$ cat src/rtl/core/rtm_pkg.sv
package rtm_pkg;

	// Request codes carried in the low bits of the input tuser.
	localparam logic [1:0] REQ_INSERT = 2'd0;
	localparam logic [1:0] REQ_LOOKUP = 2'd1;
	localparam logic [1:0] REQ_DELETE = 2'd2;
	localparam logic [1:0] REQ_NOP    = 2'd3;

	localparam int KEY_W   = 64;
	localparam int VALUE_W = 64;

	typedef enum logic [1:0] {
		STS_OK        = 2'd0,
		STS_KEY_WIDE  = 2'd1,
		STS_NO_PATH   = 2'd2,
		STS_POOL_FULL = 2'd3
	} status_t;

	typedef enum logic [2:0] {
		S_CLEAR,
		S_IDLE,
		S_WALK,
		S_CHECK,
		S_DECIDE,
		S_ALLOC,
		S_LREAD,
		S_DONE
	} fsm_t;

	typedef struct packed {
		logic               mark_pointer;
		logic [VALUE_W-1:0] value;
		logic [KEY_W-1:0]   key;
		logic [1:0]         req_type;
	} req_t;

	typedef struct packed {
		status_t            status;
		logic [VALUE_W-1:0] read_value;
	} res_t;

endpackage

$ cat src/rtl/core/rtm_ctrl.sv
// Walk sequencer: clears the store after reset, descends the levels one
// dependent read at a time, allocates nodes and performs the leaf access.
module rtm_ctrl #(
	parameter int LEVELS     = 6,
	parameter int INDEX_BITS = 8,
	parameter int NODE_COUNT = 32,
	parameter int NODE_W     = 5,
	parameter int ADDR_W     = 13
) (
	input  logic                         clk,
	input  logic                         arst_n,
	input  logic                         in_valid,
	output logic                         in_ready,
	input  rtm_pkg::req_t                in_req,
	output logic                         res_valid,
	input  logic                         res_ready,
	output rtm_pkg::res_t                res,
	output logic [ADDR_W-1:0]            mem_addr,
	output logic                         mem_we,
	output logic [rtm_pkg::VALUE_W-1:0]  mem_wdata,
	input  logic [rtm_pkg::VALUE_W-1:0]  mem_rdata
);

	localparam int DEPTH    = NODE_COUNT << INDEX_BITS;
	localparam int LEAF     = LEVELS - 1;
	localparam int KEY_BITS = LEVELS * INDEX_BITS;
	localparam int LVL_W    = (LEVELS > 1) ? $clog2(LEVELS) : 1;
	localparam int FREE_W   = $clog2(NODE_COUNT + 1);
	localparam int CNT_W    = FREE_W + LVL_W + 1;

	rtm_pkg::fsm_t              state_q, state_d;
	logic [LVL_W-1:0]           level_q, level_d;
	logic [NODE_W-1:0]          node_q, node_d;
	logic [FREE_W-1:0]          next_free_q, free_d;
	logic [ADDR_W-1:0]          clr_q, clr_d;
	logic [1:0]                 req_q;
	rtm_pkg::status_t           res_status_q, sts_d;
	logic [rtm_pkg::VALUE_W-1:0] res_value_q, rval_d;
	logic [rtm_pkg::KEY_W-1:0]  key_q;
	logic [rtm_pkg::VALUE_W-1:0] value_q;

	logic [INDEX_BITS-1:0]      slot [LEVELS];
	logic [LVL_W-1:0]           lvl_nx;
	logic                       key_wide;
	logic                       child_ok;
	logic                       at_leaf;
	logic                       more;
	logic                       pool_short;

	// Slot of each level: the top key bits index the root.
	always_comb begin
		for (int l = 0; l < LEVELS; l++) begin
			if ((LEVELS - 1 - l) * INDEX_BITS >= 64) begin
				slot[l] = '0;
			end else begin
				slot[l] = INDEX_BITS'(key_q >> ((LEVELS - 1 - l) * INDEX_BITS));
			end
		end
	end

	assign key_wide   = (KEY_BITS >= 64) ? 1'b0 : ((in_req.key >> KEY_BITS) != '0);
	assign child_ok   = (mem_rdata != '0) && (mem_rdata < 64'(NODE_COUNT));
	assign lvl_nx     = level_q + 1'b1;
	assign at_leaf    = (int'(level_q) == LEAF);
	assign more       = (int'(level_q) + 1 < LEAF);
	assign pool_short = (CNT_W'(next_free_q) + CNT_W'(LVL_W'(LEAF) - level_q))
		> CNT_W'(NODE_COUNT);

	always_comb begin
		state_d   = state_q;
		level_d   = level_q;
		node_d    = node_q;
		free_d    = next_free_q;
		clr_d     = clr_q;
		sts_d     = res_status_q;
		rval_d    = res_value_q;
		mem_we    = 1'b0;
		mem_addr  = {node_q, slot[level_q]};
		mem_wdata = '0;
		in_ready  = 1'b0;
		res_valid = 1'b0;
		unique case (state_q)
			rtm_pkg::S_CLEAR: begin
				mem_we   = 1'b1;
				mem_addr = clr_q;
				if (clr_q == ADDR_W'(DEPTH - 1)) begin
					state_d = rtm_pkg::S_IDLE;
				end else begin
					clr_d = clr_q + 1'b1;
				end
			end
			rtm_pkg::S_IDLE: begin
				in_ready = 1'b1;
				level_d  = '0;
				node_d   = '0;
				rval_d   = '0;
				sts_d    = rtm_pkg::STS_OK;
				if (in_valid) begin
					if (in_req.req_type == rtm_pkg::REQ_NOP) begin
						state_d = rtm_pkg::S_DONE;
					end else if (key_wide) begin
						sts_d   = rtm_pkg::STS_KEY_WIDE;
						state_d = rtm_pkg::S_DONE;
					end else if (LEAF == 0) begin
						state_d = rtm_pkg::S_DECIDE;
					end else begin
						state_d = rtm_pkg::S_WALK;
					end
				end
			end
			rtm_pkg::S_WALK: begin
				// Root entry read issued through the default address.
				state_d = rtm_pkg::S_CHECK;
			end
			rtm_pkg::S_CHECK: begin
				if (child_ok) begin
					node_d  = mem_rdata[NODE_W-1:0];
					level_d = lvl_nx;
					if (more) begin
						// Chain straight into the next level's read.
						mem_addr = {mem_rdata[NODE_W-1:0], slot[lvl_nx]};
					end else begin
						state_d = rtm_pkg::S_DECIDE;
					end
				end else begin
					state_d = rtm_pkg::S_DECIDE;
				end
			end
			rtm_pkg::S_DECIDE: begin
				unique case (req_q)
					rtm_pkg::REQ_INSERT: begin
						if (pool_short) begin
							sts_d   = rtm_pkg::STS_POOL_FULL;
							state_d = rtm_pkg::S_DONE;
						end else if (at_leaf) begin
							mem_we    = 1'b1;
							mem_wdata = value_q;
							state_d   = rtm_pkg::S_DONE;
						end else begin
							state_d = rtm_pkg::S_ALLOC;
						end
					end
					rtm_pkg::REQ_LOOKUP: begin
						if (!at_leaf) begin
							sts_d   = rtm_pkg::STS_NO_PATH;
							state_d = rtm_pkg::S_DONE;
						end else begin
							state_d = rtm_pkg::S_LREAD;
						end
					end
					rtm_pkg::REQ_DELETE: begin
						if (!at_leaf) begin
							sts_d   = rtm_pkg::STS_NO_PATH;
							state_d = rtm_pkg::S_DONE;
						end else begin
							mem_we  = 1'b1;
							state_d = rtm_pkg::S_DONE;
						end
					end
					default: begin
						state_d = rtm_pkg::S_DONE;
					end
				endcase
			end
			rtm_pkg::S_ALLOC: begin
				// Link a fresh node; it reads as zero since the store was cleared.
				mem_we    = 1'b1;
				mem_wdata = 64'(next_free_q);
				node_d    = NODE_W'(next_free_q);
				free_d    = next_free_q + 1'b1;
				level_d   = lvl_nx;
				state_d   = rtm_pkg::S_DECIDE;
			end
			rtm_pkg::S_LREAD: begin
				rval_d  = mem_rdata;
				state_d = rtm_pkg::S_DONE;
			end
			rtm_pkg::S_DONE: begin
				res_valid = 1'b1;
				if (res_ready) begin
					state_d = rtm_pkg::S_IDLE;
				end
			end
			default: begin
				state_d = rtm_pkg::S_IDLE;
			end
		endcase
	end

	always_ff @(posedge clk or negedge arst_n) begin
		if (!arst_n) begin
			state_q      <= rtm_pkg::S_CLEAR;
			level_q      <= '0;
			node_q       <= '0;
			next_free_q  <= FREE_W'(1);
			clr_q        <= '0;
			req_q        <= rtm_pkg::REQ_NOP;
			res_status_q <= rtm_pkg::STS_OK;
		end else begin
			state_q      <= state_d;
			level_q      <= level_d;
			node_q       <= node_d;
			next_free_q  <= free_d;
			clr_q        <= clr_d;
			res_status_q <= sts_d;
			if (in_ready && in_valid) begin
				req_q <= in_req.req_type;
			end
		end
	end

	always_ff @(posedge clk) begin
		res_value_q <= rval_d;
		if (in_ready && in_valid) begin
			key_q   <= in_req.key;
			value_q <= in_req.value | {in_req.mark_pointer, 63'b0};
		end
	end

	assign res.status     = res_status_q;
	assign res.read_value = res_value_q;

	assert property (@(posedge clk) disable iff (!arst_n)
		next_free_q <= FREE_W'(NODE_COUNT))
		else $error("node allocator ran past the pool");

	assert property (@(posedge clk) disable iff (!arst_n)
		state_q == rtm_pkg::S_ALLOC |-> next_free_q < FREE_W'(NODE_COUNT))
		else $error("allocation started without a free node");

	assert property (@(posedge clk) disable iff (!arst_n)
		state_q != rtm_pkg::S_ALLOC |=> $stable(next_free_q))
		else $error("allocator moved outside an allocation step");

	assert property (@(posedge clk) disable iff (!arst_n)
		in_ready |-> !mem_we)
		else $error("store written while waiting for a request");

	assert property (@(posedge clk) disable iff (!arst_n)
		state_q == rtm_pkg::S_CHECK |-> int'(level_q) < LEAF)
		else $error("walk read past the leaf level");

endmodule

$ cat config.mk
export PLATFORM = sky130hd
export DESIGN_NAME = rtm_ctrl
export DESIGN_NICKNAME = d
export VERILOG_FILES = /design/src/rtl/core/rtm_pkg.sv /design/src/rtl/core/rtm_ctrl.sv
export SDC_FILE = /design/constraint.sdc
export NUM_CORES = 1
export LEC_CHECK = 0
export ABC_AREA = 0
export ABC_CLOCK_PERIOD_IN_PS = 6300
export BUFFER_PORTS_ARGS = -buffer_cell sky130_fd_sc_hd__buf_4
export CAP_MARGIN = 20
export CORE_ASPECT_RATIO = 2
export CORE_MARGIN = 3
export CORE_UTILIZATION = 40
export DETAILED_ROUTE_END_ITERATION = 10
export PLACE_DENSITY = 0.69
export SLEW_MARGIN = 40
export SYNTH_ARGS = -nofsm -noshare
export SYNTH_HDL_FRONTEND = slang
export SYNTH_SLANG_ARGS = --single-unit
$ cat constraint.sdc
create_clock -name clk -period 6.3 [get_ports clk]
set_input_delay 1.26 -clock clk [delete_from_list [all_inputs] [get_ports clk]]
set_output_delay 1.26 -clock clk [all_outputs]
set_load 0.005 [all_outputs]
==> impl_metrics.json <==
{
  "ys_ff_latch": 210,
  "grt_remaining_overflow": 0,
  "gp_congestion": 0.820,
  "hold_buffers": 0,
  "skew_ns": 0.0107,
  "num_rows": 79,
  "ir_drop_mv": 0.227,
  "syn_inst": 704,
  "hold_viol": 0,
  "worst-path-max-fanout": 19,
  "die_h_um": 224,
  "cts_tree": "yes",
  "hp-class": "reg -> reg",
  "grt_max_degree": 65,
  "clock-root-buffer": "clkbuf_16",
  "cts_made_buffers": 20,
  "synth_edf_count": 176,
  "finalCritPeriodShare_pct": 86.1,
  "port_buffers": 344,
  "firstDrtPassIters": 4,
  "arrival_ns": 4.16,
  "setup_viol": 0,
  "crit_required_ns": 5.04,
  "slew_violations": 0,
  "cts_htree_levels": 1,
  "max_slew_margin_pct": 47.9,
  "end_kind": "output port",
  "clk_path_buf_depth": 3,
  "drive_above_1_share_pct": 41.1,
  "drv_cap": 0,
  "power_density_nw_per_um2": 218,
  "ys_warn_count": 0,
  "grt_usage_pct": 20.1,
  "final_cell_mix": "buf_4 (355), edfxtp_1 (176), and2_1 (111)",
  "worstMarginPinSlew_ns": 0.782,
  "viasPerCell": 5.17,
  "synthArstFlopShare_pct": 16.2,
  "tns_ns": 0,
  "die_area_sq_um": 25700,
  "layout.nets": 1260,
  "cts_setup_buffers": 0,
  "achievable-frequency_mhz": 184,
  "final_common_cell": "buf_4",
  "syn_area_sq_um": 9470,
  "post_cts_resized": 0,
  "die-width_um": 115,
  "clkTransAtPathRegs_ns": 0.06,
  "area_growth_pct": 38.4,
  "path_class": "reg -> out",
  "timing.hold.ws_ns": 0.504,
  "wl_per_cell_um": 19.6,
  "fp.coreArea_sq_um": 23200,
  "ys_seq_area_share_pct": 64.9,
  "drc": 0,
  "synth_ff_type": "edfxtp_1",
  "antenna_found_initial": 1,
  "outcome": "completed",
  "drtIter0Drc": 347,
  "wl_mm": 26.3,
  "initial_core_util_pct": 40.7,
  "grt_pass1_wl_mm": 39.6,
  "vias": 6959,
  "grt_pass1_vias": 7451,
  "cp-start-kind": "flop",
  "dp_hpwl_mm": 20.5,
  "clk_latency_ns": 0.50,
  "num-fill-cells": 1907,
  "syn_nets": 916,
  "yosysUniqueCellTypes": 60,
  "rsz0062_at_grt": "no",
  "clock_sinks": 210,
  "period_minus_slack_ns": 5.42,
  "syn_area_per_cell_sq_um": 13.4,
  "boundaryPins": 345,
  "postRouteAntennaNets": 0,
  "p_leak_uw": 0.00570
}
## cell type report
| cell class | count | area, sq um | area share [%] |
|---|---|---|---|
| Antenna cell | 1 | 2.50 | 0.0191 |
| Clock buffer | 22 | 529 | 4.04 |
| Clock inverter | 14 | 154 | 1.17 |
| Inverter | 25 | 93.8 | 0.716 |
| Multi-Input combinational cell | 433 | 3090 | 23.6 |
| Sequential cell | 210 | 6140 | 46.9 |
| Tap cell | 283 | 354 | 2.70 |
| Timing Repair Buffer | 358 | 2740 | 20.9 |
## metrics by stage
step	util, %	power, uW	area, sq um	setup slack [ns]	instances
final	56.4	2850	13100	0.877	1346
after global routing	56.4	2950	13100	0.560	1346
after CTS	56.4	2890	13100	0.783	1345
after detailed placement	53.5	1640	12400	1.05	1309
after global placement	53.1	1640	12300	1.11	1306
after floorplan	-	1530	9470	0.299	704
## logic make-up after synthesis
kind of cell | Yosys count | share of synthesized area (%)
compound gates | 93 | 7.06
fa+ha+maj | 13 | 1.80
simple gates | 274 | 16.1
buf+inv | 61 | 2.75
xor+xnor | 20 | 1.85
flops | 210 | 64.9
mux | 33 | 5.60
## worst max-delay path: stages, from the launching register on
cell	delay (ns)
dfstp_2	0.64
ha_1	0.20
inv_1	0.06
fa_1	0.40
and2b_1	0.30
o21a_1	0.15
o211ai_1	0.10
a311oi_1	0.27
a32o_2	0.28
nor3b_4	0.50
buf_4	0.27
buf_4	0.21
and2_1	0.16
buf_4	0.11
## sequential cells by signal, summed over array words and instances, names as in the netlist
name / flops
node_q: 5
res_value_q: 64
key_q: 48
clr_q: 13
value_q: 64
level_q: 3
req_q: 2
next_free_q: 6
res_status_q: 2
state_q: 3
## power breakdown
part / switching, uW / total, uW / internal [uW]
logic: 32.6 / 112 / 79.1
clock network: 510 / 1240 / 733
registers: 0 / 1500 / 1500
total: 542 / 2850 / 2310
## per-layer routing
| layer | wire [um] | vias to the layer above | GRT usage (%) |
|---|---|---|---|
| li1 | - | 3296 | - |
| met1 | 8210 | 3302 | 19.3 |
| met5 | 0 | - | 0 |
| met4 | 1430 | 0 | 11.1 |
| met2 | 15000 | 292 | 38.8 |
| met3 | 1740 | 69 | 3.54 |
## worst paths after layout
kind	startpoint	to	slack (ns)	cells after the start
worst max register to register	level_q[1]	res_status_q[0]	3.31	11
worst min-delay path	clr_q[10]	clr_q[10]	0.50	1
max in group asynchronous	arst_n	next_free_q[0]	5.23	1
min in group asynchronous	arst_n	clr_q[11]	0.71	1
worst max-delay path	next_free_q[0]	mem_wdata[60]	0.88	13
worst min register to register	clr_q[10]	clr_q[10]	0.50	1
## cell usage after synthesis, types with 3 or more instances
library cell	number	area share [%]
a21oi_1	17	0.90
a22o_1	6	0.56
a22o_2	6	0.63
a31o_2	3	0.28
and2_1	111	7.3
and2_2	6	0.48
and3_1	3	0.20
buf_2	7	0.37
clkbuf_1	19	0.75
clkbuf_2	6	0.32
dfrtp_1	31	8.2
dfstp_2	3	0.83
edfxtp_1	176	56
ha_1	12	1.6
inv_1	24	0.95
mux2i_1	17	1.8
mux4_2	16	3.8
nand2_1	49	1.9
nand3_1	13	0.69
nand4_1	8	0.53
nor2_1	23	0.91
nor3_1	25	1.3
nor3b_1	3	0.24
nor4_1	21	1.4
o211ai_1	14	1.1
o21ai_0	17	0.90
o2bb2ai_1	8	0.74
xnor2_1	9	0.83
xor2_1	11	1.0
Power figures use the tool's default switching activity.
